--- src/hw/rtl/apq_pkg.sv ---
`timescale 1ns / 1ps
// ----------------------------------------------------------------------------
// apq_pkg - shared definitions for the announcement priority queue
// Queue geometry, status and opcode codes, register indexes and helpers.
// ----------------------------------------------------------------------------
package apq_pkg;

   // Queue geometry
   localparam int QUEUE_DEPTH      = 8;
   localparam int IDX_BITS         = (QUEUE_DEPTH > 1) ? $clog2(QUEUE_DEPTH) : 1;
   localparam int TEXT_HANDLE_BITS = 16;

   // Fixed field widths
   localparam int NODE_BITS   = 32;
   localparam int URG_BITS    = 2;
   localparam int AGE_BITS    = 32;
   localparam int DROP_BITS   = 4;
   localparam int STATUS_BITS = 2;

   // Register port
   localparam int CSR_ADDR_BITS = 3;
   localparam int CSR_DATA_BITS = 32;

   // Register indexes (word address)
   localparam logic REG_READER_EN = 1'b0;
   localparam logic REG_THRESHOLD = 1'b1;

   // Opcodes
   localparam logic OP_PUSH = 1'b0;
   localparam logic OP_POP  = 1'b1;

   // Result status
   typedef enum logic [STATUS_BITS-1:0] {
      STATUS_OK      = 2'd0,
      STATUS_NO_TEXT = 2'd1,
      STATUS_EMPTY   = 2'd2
   } status_type;

   // Sequencer states, one-hot
   typedef enum logic [3:0] {
      ST_IDLE   = 4'b0001,
      ST_SCAN   = 4'b0010,
      ST_COMMIT = 4'b0100,
      ST_RESULT = 4'b1000
   } state_type;

   // Lowest slot whose valid bit is clear
   function automatic logic [IDX_BITS-1:0] first_free(input logic [QUEUE_DEPTH-1:0] valid);
      logic [IDX_BITS-1:0] pick;
      pick = '0;
      for (int i = QUEUE_DEPTH - 1; i >= 0; i--) begin
         if (!valid[i]) begin
            pick = IDX_BITS'(i);
         end
      end
      return pick;
   endfunction

endpackage

--- src/hw/rtl/announcement_priority_queue.sv ---
`timescale 1ns / 1ps
// ----------------------------------------------------------------------------
// announcement_priority_queue - bounded urgency/age ordered message queue
// Fixed-depth queue of announcements with preemption of low-urgency entries
// and overflow eviction of the oldest entry; one scan unit serves every slot.
// ----------------------------------------------------------------------------
//  channel  | direction | handshake              | beat contents
//  ---------+-----------+------------------------+------------------------------
//  req_     | in        | req_valid / req_ready  | opcode, node, urgency, text
//  rsp_     | out       | rsp_valid / rsp_ready  | status, node, urgency, text, drops
//  csr      | in/out    | psel, penable, pready  | reader enable, high threshold
//
//  A pop or an enabled push steps from the accept in idle through the scan,
//  one slot per cycle through the shared compare unit, to a commit state and
//  a result state. Refused or discarded pushes go from idle straight to result.
//  The result register lets a new beat be taken while the last result waits;
//  a finished item holds in the result state until that register frees.
//  Reset is synchronous and clears all valid bits, the sequence counter and
//  the registers; slot contents are not cleared.
// ----------------------------------------------------------------------------
module announcement_priority_queue
   import apq_pkg::*;
(
   input  logic                         clock,
   input  logic                         reset,
   // request channel
   input  logic                         req_valid,
   output logic                         req_ready,
   input  logic                         req_opcode,
   input  logic [NODE_BITS-1:0]         req_node_ref,
   input  logic [URG_BITS-1:0]          req_urgency,
   input  logic [TEXT_HANDLE_BITS-1:0]  req_payload,
   input  logic                         req_has_text,
   // response channel
   output logic                         rsp_valid,
   input  logic                         rsp_ready,
   output logic [STATUS_BITS-1:0]       rsp_status,
   output logic [NODE_BITS-1:0]         rsp_out_node,
   output logic [URG_BITS-1:0]          rsp_out_urgency,
   output logic [TEXT_HANDLE_BITS-1:0]  rsp_out_payload,
   output logic [DROP_BITS-1:0]         rsp_dropped,
   // register port
   input  logic                         psel,
   input  logic                         penable,
   input  logic                         pwrite,
   input  logic [CSR_ADDR_BITS-1:0]     paddr,
   input  logic [CSR_DATA_BITS-1:0]     pwdata,
   output logic [CSR_DATA_BITS-1:0]     prdata,
   output logic                         pready
);

   localparam int ENTRY_BITS = NODE_BITS + TEXT_HANDLE_BITS;

   // Configuration registers
   logic                reader_en_ff;
   logic [URG_BITS-1:0] thr_ff;
   logic                csr_wr;

   // Sequencer and captured request
   state_type                   state_ff, state_in;
   logic [IDX_BITS-1:0]         idx_ff, idx_in;
   logic                        pop_ff;
   logic [NODE_BITS-1:0]        node_ff;
   logic [URG_BITS-1:0]         urg_ff;
   logic [TEXT_HANDLE_BITS-1:0] text_ff;
   logic                        preempt_ff;

   // Scan tracking
   logic                found_ff, found_in;
   logic [IDX_BITS-1:0] best_idx_ff, best_idx_in;
   logic [URG_BITS-1:0] best_urg_ff, best_urg_in;
   logic [AGE_BITS-1:0] best_dist_ff, best_dist_in;
   logic [DROP_BITS-1:0] drop_ff, drop_in;
   status_type          status_ff, status_in;
   logic                hit_ff, hit_in;

   // Slot state
   logic [QUEUE_DEPTH-1:0] valid_ff, valid_in;
   logic [URG_BITS-1:0]    slot_urg_ff [QUEUE_DEPTH];
   logic [AGE_BITS-1:0]    slot_age_ff [QUEUE_DEPTH];
   logic [ENTRY_BITS-1:0]  slot_mem    [QUEUE_DEPTH];
   logic [ENTRY_BITS-1:0]  rd_data_ff;
   logic [AGE_BITS-1:0]    seq_ff, seq_in;

   // Result register
   logic                        rsp_valid_ff, rsp_valid_in;
   status_type                  rsp_status_ff;
   logic [NODE_BITS-1:0]        rsp_node_ff;
   logic [URG_BITS-1:0]         rsp_urg_ff;
   logic [TEXT_HANDLE_BITS-1:0] rsp_text_ff;
   logic [DROP_BITS-1:0]        rsp_drop_ff;

   // Shared scan unit signals
   logic                scan_valid;
   logic [URG_BITS-1:0] scan_urg;
   logic [AGE_BITS-1:0] scan_dist;
   logic                scan_older;
   logic                scan_kill;
   logic                scan_take;
   logic                scan_last;

   // Commit signals
   logic                full;
   logic [IDX_BITS-1:0] wr_idx;
   logic                slot_wr;
   logic                mem_rd;
   logic                req_take;
   logic                rsp_load;

   // ------------------------------------------------------------------------
   // Register port
   // ------------------------------------------------------------------------
   assign pready = 1'b1;
   assign csr_wr = psel & penable & pwrite;

   always_ff @(posedge clock) begin
      if (reset) begin
         reader_en_ff <= 1'b0;
         thr_ff       <= URG_BITS'(2);
      end else if (csr_wr) begin
         unique case (paddr[2])
            REG_READER_EN: reader_en_ff <= pwdata[0];
            REG_THRESHOLD: thr_ff       <= pwdata[URG_BITS-1:0];
            default:       reader_en_ff <= reader_en_ff;
         endcase
      end
   end

   always_comb begin
      unique case (paddr[2])
         REG_READER_EN: prdata = {{(CSR_DATA_BITS-1){1'b0}}, reader_en_ff};
         REG_THRESHOLD: prdata = {{(CSR_DATA_BITS-URG_BITS){1'b0}}, thr_ff};
         default:       prdata = '0;
      endcase
   end

   // ------------------------------------------------------------------------
   // Shared compare unit: one slot per cycle
   // ------------------------------------------------------------------------
   assign scan_valid = valid_ff[idx_ff];
   assign scan_urg   = slot_urg_ff[idx_ff];
   assign scan_dist  = seq_ff - slot_age_ff[idx_ff];
   assign scan_older = scan_dist > best_dist_ff;
   assign scan_last  = (idx_ff == IDX_BITS'(QUEUE_DEPTH - 1));
   assign scan_kill  = !pop_ff && preempt_ff && scan_valid && (scan_urg < thr_ff);

   always_comb begin
      if (pop_ff) begin
         scan_take = scan_valid && (!found_ff || (scan_urg > best_urg_ff) ||
                                    ((scan_urg == best_urg_ff) && scan_older));
      end else begin
         scan_take = scan_valid && !scan_kill && (!found_ff || scan_older);
      end
   end

   assign full     = &valid_ff;
   assign wr_idx   = full ? best_idx_ff : first_free(valid_ff);
   assign req_take = req_valid && req_ready;
   assign rsp_load = (state_ff == ST_RESULT) && (!rsp_valid_ff || rsp_ready);
   assign slot_wr  = (state_ff == ST_COMMIT) && !pop_ff;
   assign mem_rd   = (state_ff == ST_COMMIT) && pop_ff;

   // ------------------------------------------------------------------------
   // Sequencer next state
   // ------------------------------------------------------------------------
   always_comb begin
      state_in     = state_ff;
      idx_in       = idx_ff;
      found_in     = found_ff;
      best_idx_in  = best_idx_ff;
      best_urg_in  = best_urg_ff;
      best_dist_in = best_dist_ff;
      drop_in      = drop_ff;
      status_in    = status_ff;
      hit_in       = hit_ff;
      valid_in     = valid_ff;
      seq_in       = seq_ff;
      rsp_valid_in = rsp_valid_ff;

      // release the result register on a taken beat
      if (rsp_valid_ff && rsp_ready) begin
         rsp_valid_in = 1'b0;
      end

      unique case (state_ff)
         ST_IDLE: begin
            if (req_take) begin
               idx_in       = '0;
               found_in     = 1'b0;
               best_dist_in = '0;
               best_urg_in  = '0;
               drop_in      = '0;
               hit_in       = 1'b0;
               status_in    = STATUS_OK;
               if (req_opcode == OP_POP) begin
                  state_in = ST_SCAN;
               end else if (!req_has_text) begin
                  status_in = STATUS_NO_TEXT;
                  state_in  = ST_RESULT;
               end else if (!reader_en_ff) begin
                  state_in = ST_RESULT;
               end else begin
                  state_in = ST_SCAN;
               end
            end
         end
         ST_SCAN: begin
            // drop preempted slots, track best or oldest survivor
            if (scan_kill) begin
               valid_in[idx_ff] = 1'b0;
               drop_in = (drop_ff == '1) ? drop_ff : drop_ff + DROP_BITS'(1);
            end
            if (scan_take) begin
               found_in     = 1'b1;
               best_idx_in  = idx_ff;
               best_urg_in  = scan_urg;
               best_dist_in = scan_dist;
            end
            idx_in = idx_ff + IDX_BITS'(1);
            if (scan_last) begin
               state_in = ST_COMMIT;
            end
         end
         ST_COMMIT: begin
            if (pop_ff) begin
               if (found_ff) begin
                  valid_in[best_idx_ff] = 1'b0;
                  hit_in = 1'b1;
               end else begin
                  status_in = STATUS_EMPTY;
               end
            end else begin
               // evict the oldest when full, then store the new entry
               if (full) begin
                  drop_in = (drop_ff == '1) ? drop_ff : drop_ff + DROP_BITS'(1);
               end
               valid_in[wr_idx] = 1'b1;
               seq_in = seq_ff + AGE_BITS'(1);
            end
            state_in = ST_RESULT;
         end
         ST_RESULT: begin
            if (rsp_load) begin
               rsp_valid_in = 1'b1;
               state_in     = ST_IDLE;
            end
         end
         default: state_in = ST_IDLE;
      endcase
   end

   // Control registers
   always_ff @(posedge clock) begin
      if (reset) begin
         state_ff     <= ST_IDLE;
         valid_ff     <= '0;
         seq_ff       <= '0;
         rsp_valid_ff <= 1'b0;
         idx_ff       <= '0;
         found_ff     <= 1'b0;
      end else begin
         state_ff     <= state_in;
         valid_ff     <= valid_in;
         seq_ff       <= seq_in;
         rsp_valid_ff <= rsp_valid_in;
         idx_ff       <= idx_in;
         found_ff     <= found_in;
      end
   end

   // Working registers
   always_ff @(posedge clock) begin
      best_idx_ff  <= best_idx_in;
      best_urg_ff  <= best_urg_in;
      best_dist_ff <= best_dist_in;
      drop_ff      <= drop_in;
      status_ff    <= status_in;
      hit_ff       <= hit_in;
      if (req_take) begin
         pop_ff     <= (req_opcode == OP_POP);
         node_ff    <= req_node_ref;
         urg_ff     <= req_urgency;
         text_ff    <= req_payload;
         preempt_ff <= (req_urgency >= thr_ff);
      end
   end

   // ------------------------------------------------------------------------
   // Slot storage: urgency and age in registers, node and text in memory
   // ------------------------------------------------------------------------
   always_ff @(posedge clock) begin
      if (slot_wr) begin
         slot_urg_ff[wr_idx] <= urg_ff;
         slot_age_ff[wr_idx] <= seq_ff + AGE_BITS'(1);
      end
   end

   always_ff @(posedge clock) begin
      if (slot_wr) begin
         slot_mem[wr_idx] <= {node_ff, text_ff};
      end
      if (mem_rd) begin
         rd_data_ff <= slot_mem[best_idx_ff];
      end
   end

   // ------------------------------------------------------------------------
   // Result register
   // ------------------------------------------------------------------------
   always_ff @(posedge clock) begin
      if (rsp_load) begin
         rsp_status_ff <= status_ff;
         rsp_drop_ff   <= drop_ff;
         if (hit_ff) begin
            rsp_node_ff <= rd_data_ff[ENTRY_BITS-1:TEXT_HANDLE_BITS];
            rsp_text_ff <= rd_data_ff[TEXT_HANDLE_BITS-1:0];
            rsp_urg_ff  <= best_urg_ff;
         end else begin
            rsp_node_ff <= '0;
            rsp_text_ff <= '0;
            rsp_urg_ff  <= '0;
         end
      end
   end

   assign req_ready       = (state_ff == ST_IDLE);
   assign rsp_valid       = rsp_valid_ff;
   assign rsp_status      = rsp_status_ff;
   assign rsp_out_node    = rsp_node_ff;
   assign rsp_out_urgency = rsp_urg_ff;
   assign rsp_out_payload = rsp_text_ff;
   assign rsp_dropped     = rsp_drop_ff;

endmodule

--- config.mk ---
export PLATFORM = sky130hd
export DESIGN_NAME = announcement_priority_queue
export DESIGN_NICKNAME = d
export VERILOG_FILES = /design/src/hw/rtl/apq_pkg.sv /design/src/hw/rtl/announcement_priority_queue.sv
export SDC_FILE = /design/constraint.sdc
export NUM_CORES = 1
export LEC_CHECK = 0
export ABC_CLOCK_PERIOD_IN_PS = 21100
export BUFFER_PORTS_ARGS = -buffer_cell sky130_fd_sc_hd__buf_2
export CORE_UTILIZATION = 60
export DETAILED_ROUTE_END_ITERATION = 8
export GPL_ROUTABILITY_DRIVEN = 1
export PLACE_DENSITY = 0.78
export SLEW_MARGIN = 40
export SYNTH_ARGS = -nofsm -noshare
export SYNTH_HDL_FRONTEND = slang
export SYNTH_SLANG_ARGS = --single-unit
--- constraint.sdc ---
create_clock -name clock -period 21.1 [get_ports clock]
set_clock_uncertainty 0.05 [all_clocks]
set_input_delay 4.22 -clock clock [delete_from_list [all_inputs] [get_ports clock]]
set_output_delay 4.22 -clock clock [all_outputs]
set_load 0.005 [all_outputs]
# ---- Word level (Yosys, flattened, before mapping)
# Memories as Yosys holds them, arrays and structs flattened. A register that Yosys moved wholly into a read port is not among the register bits.
# Index checks and enable logic that the tools add are counted.
# Widths: inputs -> output; s select.
dict set report totals {
  inputBits 94
  register_bits 204
  ram_bits 656
  output_inout_bits 91
  n_memories 3
  elab_cells 172
}
# memory words word_bits rd rd_clocked_by_memory_dff write_ports line
set memory_table {}
lappend memory_table {slot_mem 8 48 1 1 1 announcement_priority_queue.sv:81} ;# logic [ENTRY_BITS-1:0] slot_mem [QUEUE_DEPTH];
lappend memory_table {slot_age_ff 8 32 1 1 1 announcement_priority_queue.sv:80} ;# logic [AGE_BITS-1:0] slot_age_ff [QUEUE_DEPTH];
lappend memory_table {slot_urg_ff 8 2 1 1 1 announcement_priority_queue.sv:79} ;# logic [URG_BITS-1:0] slot_urg_ff [QUEUE_DEPTH];
dict set report classes {
  n_addsub 4
  bitwise 9
  n_mux 65
  eq_ne 18
  reduce_logical 39
  order_cmp 10
}
# op count
set ops {}
lappend ops {{$pmux 32 s2} 2}
lappend ops {{$mux 32} 2}
lappend ops {{$mux 4} 11}
lappend ops {{$mux 3} 14}
lappend ops {{$add 32x1->32 const B} 1}
lappend ops {{$gt 32x32->1} 1}
lappend ops {{$sub 32x32->32} 1}
lappend ops {{$mux 8} 3}
lappend ops {{$ne 2x2->1 const B} 9}
lappend ops {{$and 8x8->8} 2}
lappend ops {{$mux 1} 16}
lappend ops {{$not 8->8} 2}
lappend ops {{$pmux 4 s4} 1}
lappend ops {{$pmux 8 s2} 1}
lappend ops {{$logic_and 1x1->1} 15}
lappend ops {{$lt 3x4->1 const B} 3}
lappend ops {{$pmux 4 s3} 1}
lappend ops {{$mux 2} 5}
lappend ops {{$reduce_and 2->1} 5}
lappend ops {{$demux 1 s3} 3}
lappend ops {{$ge 3x1->1 const B} 3}
lappend ops {{$reduce_and 3->1} 3}
lappend ops {{$eq 4x4->1 const B} 2}
lappend ops {{$or 8x8->8} 1}
lappend ops {{25 further kinds} 38}

# ---- Logic depth before layout (Yosys ltp)
# Gate-level depths: netlist of run 1.
dict set report logic_depth {
  ltp_word 16
  depth_mapped 22
  mapped_depth_nobuf 19
}

# ---- Least setup slack after synthesis of run 1
# No wires, ideal clock.
dict set report synth_path {
  path_kind {in2out}
  start {input paddr[2]}
  end {output prdata[0]}
  path_stages 1
  n_path_buf 0
  slack_ns 12.296
  arrival_time_ns 4.534
  t_required_ns 16.830
  path_cell_list {mux2_2}
}
dict set report synth_between {
  elab_chain_cells 2
}
# item line
set synth_lines {}
lappend synth_lines {{start, declared} announcement_priority_queue.sv:46} ;# input logic [CSR_ADDR_BITS-1:0] paddr,
lappend synth_lines {{$not 1->1 (no line)} -}
lappend synth_lines {{$pmux 32 s2 (*)} announcement_priority_queue.sv:130} ;# unique case (paddr[2])
lappend synth_lines {{end, declared} announcement_priority_queue.sv:48} ;# output logic [CSR_DATA_BITS-1:0] prdata,
# Every way passes the cells marked *; elsewhere a longest branch is shown, timed or not. The select of a mux whose other input is x is not followed.

# ---- Worst setup path after layout of run 1
# Ends and elaborated chain as after synthesis.

==> results of run 1 <==
Yosys cell counts, types with 30 or more instances:
library cell  number  area (µm²)
ha_1              72         901
nand2_1           72         270
nand3_1           38         190
dfxtp_1           55        1100
mux4_2            68        1530
inv_1             61         229
xor2_1            37         324
a21oi_1           61         305
a22oi_1          194        1460
edfxtp_1         856       25700
mux2i_1           40         400
buf_4             31         233
nand4_1           71         444
clkbuf_1          80         300
nor2_1            82         308
o21ai_0           30         150
xnor2_1           48         420
and2_1            82         513
worst reg2reg max path: stages (launching register included):
cell	delay (ns)
dfxtp_4	0.77
buf_6	0.52
mux4_2	0.66
mux2i_1	0.27
ha_1	0.37
and3_1	0.25
and2_1	0.23
a32o_1	0.28
a2111o_1	0.50
a2111oi_2	0.40
nor3_1	0.15
xnor2_1	0.16
ha_1	0.31
nand4_1	0.13
nor3_1	0.52
o21ai_0	0.19
o311ai_0	0.22
a311oi_1	0.22
o21ai_2	0.20
buf_4	0.44
area by class of cell:
cell class	instances	area, µm²	area share
multi-input cells	1118	8880	0.218
diodes	1	2.50	0.0000615
well taps	773	967	0.0238
flip-flops and latches	911	26800	0.659
clock inverters	48	482	0.0118
clock buffers	114	2360	0.0581
repair buffers	157	936	0.0230
inverters	61	235	0.00578
placed cells by master, fill, tap and decap left out, types with 7 or more instances in the layout:
| cell | instances |
|---|---|
| nor2_1 | 79 |
| a21o_1 | 24 |
| mux4_2 | 68 |
| ha_1 | 72 |
| o21ai_0 | 29 |
| a31oi_1 | 13 |
| nor3_1 | 23 |
| and3_1 | 7 |
| nand4_1 | 71 |
| xor2_1 | 37 |
| mux2i_1 | 40 |
| clkbuf_1 | 22 |
| edfxtp_1 | 856 |
| dfxtp_1 | 52 |
| xnor2_1 | 48 |
| a21oi_1 | 61 |
| clkinv_1 | 15 |
| clkinv_2 | 16 |
| nand2b_1 | 11 |
| buf_2 | 120 |
| clkbuf_16 | 90 |
| or3_1 | 11 |
| a22oi_1 | 194 |
| and2_1 | 82 |
| conb_1 | 31 |
| nor2b_1 | 7 |
| inv_1 | 55 |
| nand3_1 | 38 |
| nand2_1 | 72 |
| buf_4 | 26 |
| buf_6 | 8 |
routing by layer:
layer | GRT usage | routed length, µm
met1 | 0.333 | 30400
met2 | 0.422 | 38600
met3 | 0.0368 | 5630
met4 | 0.0913 | 1750
met5 | 0 | 0
state kept, by name, summed over array words and instances, names as in the netlist, 4 cells and up, named ones only:
register,cells
best_dist_ff,32
drop_ff,4
node_ff,32
rd_data_ff,48
rsp_dropped,4
rsp_out_node,32
rsp_out_payload,16
seq_ff,32
slot_age_ff,256
slot_mem,384
slot_urg_ff,16
state_ff,4
text_ff,16
valid_ff,8
power groups by stage:
stage | logic, mW | registers, mW | clock network (mW)
2_1_floorplan | 0.0625 | 2.07 | 0
3_3_place_gp | 0.0874 | 2.08 | 0
3_5_place_dp | 0.0899 | 2.08 | 0
4_1_cts | 0.0909 | 2.04 | 1.56
5_1_grt | 0.101 | 2.04 | 1.62
6_report | 0.0907 | 2.04 | 1.54
through the flow:
step / worst slack, ns / hold WS, ns
2_1_floorplan: 12.30 / 0.350
3_3_place_gp: 12.04 / 0.356
3_5_place_dp: 12.04 / 0.357
4_1_cts: 12.04 / 0.373
5_1_grt: 12.01 / 0.395
6_report: 12.03 / 0.370
worst paths after layout:
| kind | end | slack, ns | depth (start not counted) |
|---|---|---|---|
| setup / recovery | prdata[0] | 12.03 | 3 |
| hold / removal | rsp_status[1] | 0.37 | 0 |
| setup reg to reg | best_dist_ff[23] | 13.86 | 19 |
| hold reg to reg | rsp_status[1] | 0.37 | 0 |
cell families (layout without fill, tap and decap cells):
kind of cell,Yosys count,in the layout
DFF,911,911
and+or+nand+nor,435,435
AOI/OAI and AO/OA,382,382
buffers and inverters,189,380
muxes,112,112
xor gates and xnor gates,85,85
adders and majority gates,73,73
other,2,32
==> impl_metrics.tcl, run 1 <==
set metrics [dict create \
    cp.required_ns 16.83 \
    timing.final.crit_share 0.430 \
    cp_common_cell "buf_2" \
    utilization 0.684 \
    grt_usage 0.250 \
    drive_above_1_share 0.164 \
    slowest_stage "mux2_2" \
    crit_path_max_incr_delay_ns 0.33 \
    max_cap_viol_count 0 \
    finalSetupTns_ns 0 \
    root_buffer "clkbuf_16" \
    power_density_nw_per_um2 90.2 \
    p_int_mw 2.92 \
    power_frac_seq 0.557 \
    yosys.cell_types.count 71 \
    async_flop_share 0 \
    path_cells "buf_2 > mux2_2 > buf_2" \
    finalMaxSlewViolations 0 \
    worst_slew_pin_slew_ns 0.862 \
    nets 2505 \
    synth_seq_cells 911 \
    hpwl_mm 41.8 \
    yosys_warnings 0 \
    holdBufCountCts 0 \
    p_switching_uw 750 \
    drtAntennaViolNets 0 \
    grt_max_degree 62 \
    period_needed_ns 9.07 \
    drc 0 \
    switching_share 0.204 \
    chipHeight_um 248 \
    clkLatencyLatePin_ns 0.64 \
    crit_family "multiplexers" \
    synthFlopType "edfxtp_1" \
    stdcell_count 3183 \
    power_mw 3.67 \
    fill_cells 3814 \
    io_pins 185 \
    place_area_um2 37800 \
    synthMuxAreaShare 0.0544 \
    grt_setup_unrepaired "false" \
    antenna_found_initial 0 \
    die_w_um 248 \
    crit_path_end_kind "primary output" \
    htreeDepth 3 \
    setup_viol 0 \
    holdCritPathClass "flop to flop" \
    synth_top_family_by_area "compound AO/OA/AOI/OAI gates" \
    power_frac_comb 0.025 \
    fmax_mhz 110 \
    synth_area_um2 36300 \
    grt_pass1_wl_mm 115 \
    outcome "complete, no violations" \
    avgRoutedWirePerCell_um 24.0 \
    wl_mm 76.4 \
    grt.overflow.total 0 \
    post_cts_resized 0 \
    firstDrtPassIters 5 \
    worstSetupPathType "input pin to primary output" \
    min-delay-start "status_ff[1]" \
    design.core.area_um2 59500 \
    startpoint "paddr[2]" \
    rows 89 \
    port_buffers 121 \
    design_area_um2 40700 \
    crit_fanout 5 \
    initial_core_util 0.611 \
    cts_buffers 89 \
    synth_xor_area_frac 0.0205 \
    grt_pass1_vias 20200 \
    p_leak_nw 13.6 \
    drtIter0Drc 1930 \
    synth_edf_count 856 \
    syn_avg_cell_area_um2 16.6 \
    timing.critical_path.buf_inv 2 \
    dr_total_vias 20100 \
    cp.arrival_ns 4.80 \
    clkSinkCount 911 \
    synthAdderAreaFrac 0.0254 \
    die_area_um2 61500 \
    seq_area_frac_synth 0.738 \
    place_inst 3020 \
    cts_setup_buffers 0 \
    clkPwrFrac 0.419 \
    synth_compound_area_frac 0.0741 \
    tritoncts "built" \
    syn_to_final_growth_pct 12.0 \
    synthCells 2189 \
    vias_per_cell 6.32 \
    max-slew-margin-rel 0.425 \
    synth_simple_gate_area_share 0.0643 \
    cts_buffer_depth 3 \
    vdd_drop_max_uv 105 \
    finalHoldViolations 0 \
    start_kind "input pin" \
    clk_pin_slew_worst_paths_ns 0.06 \
    gp_congestion 0.917 \
]
No activity file was read; power rests on OpenSTA's default activity.
==> run 2, diff against run 1 <==
--- a/config.mk
+++ b/config.mk
@@ -5,7 +5,8 @@
 export SDC_FILE = /design/constraint.sdc
 export NUM_CORES = 1
 export LEC_CHECK = 0
-export ABC_CLOCK_PERIOD_IN_PS = 21100
+export ABC_AREA = 1
+export ABC_CLOCK_PERIOD_IN_PS = 8920
 export BUFFER_PORTS_ARGS = -buffer_cell sky130_fd_sc_hd__buf_2
 export CORE_UTILIZATION = 60
 export DETAILED_ROUTE_END_ITERATION = 8
==> constraint.sdc (replaced) <==
create_clock -name clock -period 8.92 [get_ports clock]
set_clock_uncertainty 0.05 [all_clocks]
set_input_delay 1.784 -clock clock [delete_from_list [all_inputs] [get_ports clock]]
set_output_delay 1.784 -clock clock [all_outputs]
set_load 0.005 [all_outputs]
==> impl_metrics.tcl, run 2 <==
set metrics [dict create \
    design.core.area_um2 61700 \
    cp.arrival_ns 7.26 \
    async_flop_share 0 \
    synth_top_area_cell "edfxtp_1" \
    root_buffer "clkbuf_16" \
    holdBufCountCts 0 \
    synthTopCellsByArea "edfxtp_1, nand2_1, o21ai_0" \
    clk_pin_slew_worst_paths_ns 0.07 \
    grt_max_degree 81 \
    r2r-end "best_dist_ff[2]" \
    seq_area_frac_synth 0.716 \
    design_area_um2 41600 \
    synth_seq_cells 911 \
    clkLatencyLatePin_ns 0.65 \
    finalMaxSlewViolations 0 \
    cts_buffers 87 \
    grt_pass1_vias 23700 \
    synthCells 2971 \
    syn_avg_cell_area_um2 12.6 \
    drive_above_1_share 0.103 \
    synth.most_common_cell "edfxtp_1" \
    period_needed_ns 7.06 \
    utilization 0.675 \
    die_w_um 252 \
    io_pins 185 \
    yosys_warnings 0 \
    r2r.worst_path.cells 26 \
    drc 0 \
    finalSetupTns_ns 0 \
    chipHeight_um 252 \
    post_cts_resized 0 \
    n_antenna_cell 0 \
    drtIter0Drc 2520 \
    vdd_drop_max_uv 171 \
    crit_fanout 66 \
    finalHoldViolations 0 \
    holdCritPathClass "flop to flop" \
    drtAntennaViolNets 0 \
    dr_total_vias 23700 \
    synth_edf_count 856 \
    max_cap_viol_count 0 \
    max-slew-margin-rel 0.423 \
    place_inst 3840 \
    grt_pass1_wl_mm 132 \
    final_common_cell "edfxtp_1" \
    firstDrtPassIters 5 \
    rows 91 \
    largest_reg_flops 384 \
    hold_depth 0 \
    worst_slack_ns 1.86 \
    synth_area_um2 37400 \
    stdcell_count 4003 \
    place_area_um2 38900 \
    gp_congestion 0.937 \
    cp_common_cell "nand2_1" \
    reg_top3 "slot_mem: 384 flops, slot_age_ff: 256 flops, rd_data_ff: 48 flops" \
    yosys.cell_types.count 50 \
    start_kind "flop" \
    nets 3260 \
    antenna_found_initial 0 \
    worstSetupPathType "flop to flop" \
    cts_buffer_depth 3 \
    fmax_mhz 142 \
    htreeDepth 3 \
    slowest_stage "dfxtp_4" \
    cp.required_ns 9.12 \
    tritoncts "built" \
    yosys-top-cells-count "edfxtp_1, nand2_1, inv_1" \
    setup_viol 0 \
    dpl_worst_slack_ns 2.20 \
    outcome "complete, no violations" \
    crit_family "buffers and inverters" \
    die_area_um2 63400 \
    p_leak_nw 15.7 \
    syn_to_final_growth_pct 11.2 \
    clkSinkCount 911 \
    crit_path_end_kind "flop" \
    wl_mm 87.3 \
    port_buffers 121 \
    power_density_nw_per_um2 229 \
    grt_setup_unrepaired "false" \
    initial_core_util 0.607 \
    crit_path_max_incr_delay_ns 0.80 \
    r2r_setup_slack_ns 1.86 \
    timing.final.crit_share 0.791 \
    grt_usage 0.276 \
    hpwl_mm 49.9 \
    min_to "rsp_status[1]" \
    synth.top_cell.area_share 0.687 \
    timing.critical_path.buf_inv 5 \
    min-delay-start "status_ff[1]" \
    layout_common_cells "edfxtp_1, nand2_1, inv_1, nor2_1, o21ai_0" \
    largest-register "slot_mem" \
    grt.overflow.total 0 \
    vias_per_cell 5.93 \
    cts_setup_buffers 0 \
    synthFlopType "edfxtp_1" \
    worst_slew_pin_slew_ns 0.864 \
    avgRoutedWirePerCell_um 21.8 \
]
run 2: per-layer routing:
| layer | vias up | global-route usage | wire [µm] |
|---|---|---|---|
| li1 | 10800 | - | - |
| met1 | 11600 | 0.378 | 35100 |
| met2 | 1202 | 0.455 | 42500 |
| met3 | 153 | 0.0430 | 7650 |
| met4 | 0 | 0.0965 | 2020 |
| met5 | - | 0 | 0 |
run 2: layout make-up:
cell class / instances / area (µm²)
Clock buffer: 114 / 2320
Clock inverter: 48 / 439
Fill cell: 4233 / 20100
Inverter: 313 / 1190
Multi-Input combinational cell: 1625 / 8930
Sequential cell: 911 / 26800
Tap cell: 837 / 1050
Timing Repair Buffer: 155 / 907
run 2: worst max path at each step:
stage | end | slack (ns) | cells after the start
floorplan | rsp_dropped[0] | 1.12 | 2
CTS | best_dist_ff[2] | 2.15 | 25
detailed placement | best_dist_ff[3] | 2.20 | 25
global route | best_dist_ff[2] | 1.50 | 26
global placement | best_dist_ff[3] | 2.39 | 24
finish | best_dist_ff[2] | 1.86 | 26
run 2: report_power, final:
part           total [mW]  leakage (nW)  internal, mW  switching [mW]
sequential           5.04          8.42          4.90           0.133
clock                3.53          1.35          1.95            1.58
combinational       0.991          5.92         0.306           0.685
run 2: logic make-up after synthesis:
group,share of synthesized area
and+or+nand+nor,0.0974
AOI/OAI and AO/OA,0.0980
buffers and inverters,0.0512
other,0.000201
adders and majority gates,0.0246
DFF,0.716
xor gates and xnor gates,0.0126
run 2: stage by stage:
stage / hold WS, ns / power, mW
final: 0.369 / 9.56
after global routing: 0.397 / 9.90
after CTS: 0.374 / 9.58
after detailed placement: 0.363 / 6.10
after global placement: 0.355 / 6.04
after floorplan: 0.350 / 5.78
run 2: worst register-to-register path, cell delays in order (launching register included):
cell and delay, ns:
dfxtp_4 0.80, clkinv_2 0.85, buf_4 0.51, buf_12 0.23, o21ai_0 0.27, o22ai_1 0.09
o21ai_0 0.40, ha_1 0.38, a21oi_1 0.22, o21bai_1 0.13, a21oi_1 0.13, o21ai_1 0.19
a21boi_0 0.29, xor2_1 0.36, inv_1 0.09, ha_1 0.28, nand2_1 0.07, nor2_1 0.10
nand3_1 0.11, nor4_1 0.25, nand2_1 0.10, nand2_1 0.06, nand2_1 0.06, nand2_1 0.07
nand2_1 0.09, nand2_1 0.07, buf_4 0.38
==> run 3, diff against run 2 <==
--- a/config.mk
+++ b/config.mk
@@ -6,7 +6,7 @@
 export NUM_CORES = 1
 export LEC_CHECK = 0
 export ABC_AREA = 1
-export ABC_CLOCK_PERIOD_IN_PS = 8920
+export ABC_CLOCK_PERIOD_IN_PS = 7400
 export BUFFER_PORTS_ARGS = -buffer_cell sky130_fd_sc_hd__buf_2
 export CORE_UTILIZATION = 60
 export DETAILED_ROUTE_END_ITERATION = 8
==> constraint.sdc (replaced) <==
create_clock -name clock -period 7.4 [get_ports clock]
set_clock_uncertainty 0.05 [all_clocks]
set_input_delay 1.48 -clock clock [delete_from_list [all_inputs] [get_ports clock]]
set_output_delay 1.48 -clock clock [all_outputs]
set_load 0.005 [all_outputs]
==> impl_metrics.tcl, run 3 (same netlist as run 2, synthesis figures left out) <==
set metrics [dict create \
    crit_path_end_kind "flop" \
    clkPwrFrac 0.388 \
    power_frac_comb 0.101 \
    avgRoutedWirePerCell_um 21.9 \
    drtIter0Drc 2808 \
    max_cap_viol_count 0 \
    firstDrtPassIters 6 \
    cp.required_ns 7.62 \
    post_cts_resized 0 \
    worst_slew_pin_slew_ns 0.844 \
    n_antenna_cell 0 \
    syn_to_final_growth_pct 12.2 \
    rows 91 \
    vdd_drop_max_uv 328 \
    vias_per_cell 5.98 \
    root_buffer "clkbuf_16" \
    cts_buffers 88 \
    die_w_um 252 \
    drive_above_1_share 0.108 \
    clkSinkCount 911 \
    cts_setup_buffers 0 \
    worstSetupPathType "flop to flop" \
    hpwl_mm 50.0 \
    p_switching_mw 2.94 \
    final_common_cell "edfxtp_1" \
    power_frac_seq 0.511 \
    setup_viol 0 \
    grt.overflow.total 0 \
    reg_top3 "slot_mem: 384 flops, slot_age_ff: 256 flops, rd_data_ff: 48 flops" \
    p_int_mw 8.92 \
    clk_pin_slew_worst_paths_ns 0.07 \
    wl_mm 87.8 \
    chipHeight_um 252 \
    max-slew-margin-rel 0.438 \
    power_mw 11.9 \
    power_density_nw_per_um2 282 \
    r2r_setup_slack_ns 1.51 \
    io_pins 185 \
    finalMaxSlewViolations 0 \
    design.core.area_um2 61700 \
    grt_max_degree 105 \
    design_area_um2 42000 \
    dr_total_vias 24000 \
    finalHoldViolations 0 \
    die_area_um2 63400 \
    crit_fanout 66 \
    start_kind "flop" \
    finalSetupTns_ns 0 \
    outcome "complete, no violations" \
    largest_reg_flops 384 \
    largest-register "slot_mem" \
    grt_usage 0.276 \
    htreeDepth 3 \
    fill_cells 4080 \
    place_area_um2 38900 \
    cp.arrival_ns 6.12 \
    holdBufCountCts 0 \
    grt_pass1_wl_mm 133 \
    gp_congestion 0.883 \
    cts_buffer_depth 3 \
    grt_setup_unrepaired "false" \
    holdCritPathClass "flop to flop" \
    period_needed_ns 5.89 \
    timing.final.crit_share 0.796 \
    fmax_mhz 170 \
    nets 3265 \
    dpl_worst_slack_ns 1.64 \
    initial_core_util 0.607 \
    drc 0 \
    p_leak_nw 15.8 \
    switching_share 0.248 \
    clkLatencyLatePin_ns 0.67 \
    worst_slack_ns 1.51 \
    drtAntennaViolNets 0 \
    port_buffers 121 \
    antenna_found_initial 0 \
    layout_common_cells "edfxtp_1, nand2_1, inv_1, nor2_1, o21ai_0" \
    tritoncts "built" \
    grt_pass1_vias 23800 \
]
==> run 3: changes by cell type in the layout (fill, tap and decap cells not counted), moves of 2 or more <==
cell and delta:
clkinv_16 +2, clkinv_1 -2, clkbuf_16 +2, clkinv_4 +4
buf_4 +6, clkinv_2 -8, bufinv_16 +6, clkinv_8 -2
inv_6 +2, buf_6 -5, clkbuf_1 -7, buf_12 +2
clkbuf_8 +3
==> run 3: metrics by stage <==
| stage | hold slack (ns) | instances | util |
|---|---|---|---|
| after floorplan | 0.350 | 3000 | - |
| after global placement | 0.357 | 3842 | 0.630 |
| after detailed placement | 0.366 | 3844 | 0.631 |
| after CTS | 0.374 | 4007 | 0.680 |
| after global routing | 0.389 | 4008 | 0.681 |
| final | 0.367 | 4008 | 0.681 |
==> run 3: layout make-up <==
class	count	area [µm²]	share of cell area
well taps	837	1050	0.0249
inverters	313	1200	0.0285
clock buffers	112	2380	0.0568
multi-input cells	1625	8940	0.213
clock inverters	51	648	0.0154
flip-flops and latches	911	26800	0.638
repair buffers	159	963	0.0229
==> run 3: power groups by stage <==
stage          sequential (mW)  combinational (mW)  clock (mW)
2_1_floorplan             6.11               0.848           0
3_3_place_gp              6.15                1.14           0
3_5_place_dp              6.17                1.18           0
4_1_cts                   6.06                1.19        4.64
5_1_grt                   6.08                1.36        4.82
6_report                  6.06                1.19        4.60
==> run 3: routing by layer <==
metal / GRT usage / up-vias / part of all wire
met1: 0.376 / 11700 / 0.39
met3: 0.0413 / 148 / 0.091
li1: - / 10800 / -
met5: 0 / - / 0
met2: 0.456 / 1290 / 0.49
met4: 0.0994 / 0 / 0.022
==> run 3: critical path, cell delays in order (launching register included) <==
cell and delay (ns):
dfxtp_2 0.52, inv_1 0.12, buf_4 0.58, o21ai_0 0.22
o221ai_1 0.21, o21ai_0 0.18, ha_1 0.39, a21oi_1 0.16
nand2_1 0.15, a21oi_1 0.28, o21ai_1 0.22, a21oi_1 0.21
xor2_1 0.32, inv_1 0.08, ha_1 0.28, nand2_1 0.06
nor2_1 0.13, nand3_1 0.13, nor4_1 0.23, nand2_1 0.09
nand2_1 0.06, nand2_1 0.07, nand2_1 0.08, nand2_1 0.09
nand2_1 0.07, buf_4 0.40
==> run 3: path summary, 6_finish.rpt <==
kind	to	start	depth (start not counted)
worst max-delay path	best_dist_ff[13]	flop	25
worst min-delay path	rsp_status[0]	status_ff[0]	0
worst min register to register	rsp_status[0]	status_ff[0]	0
worst max register to register	best_dist_ff[13]	flop	25
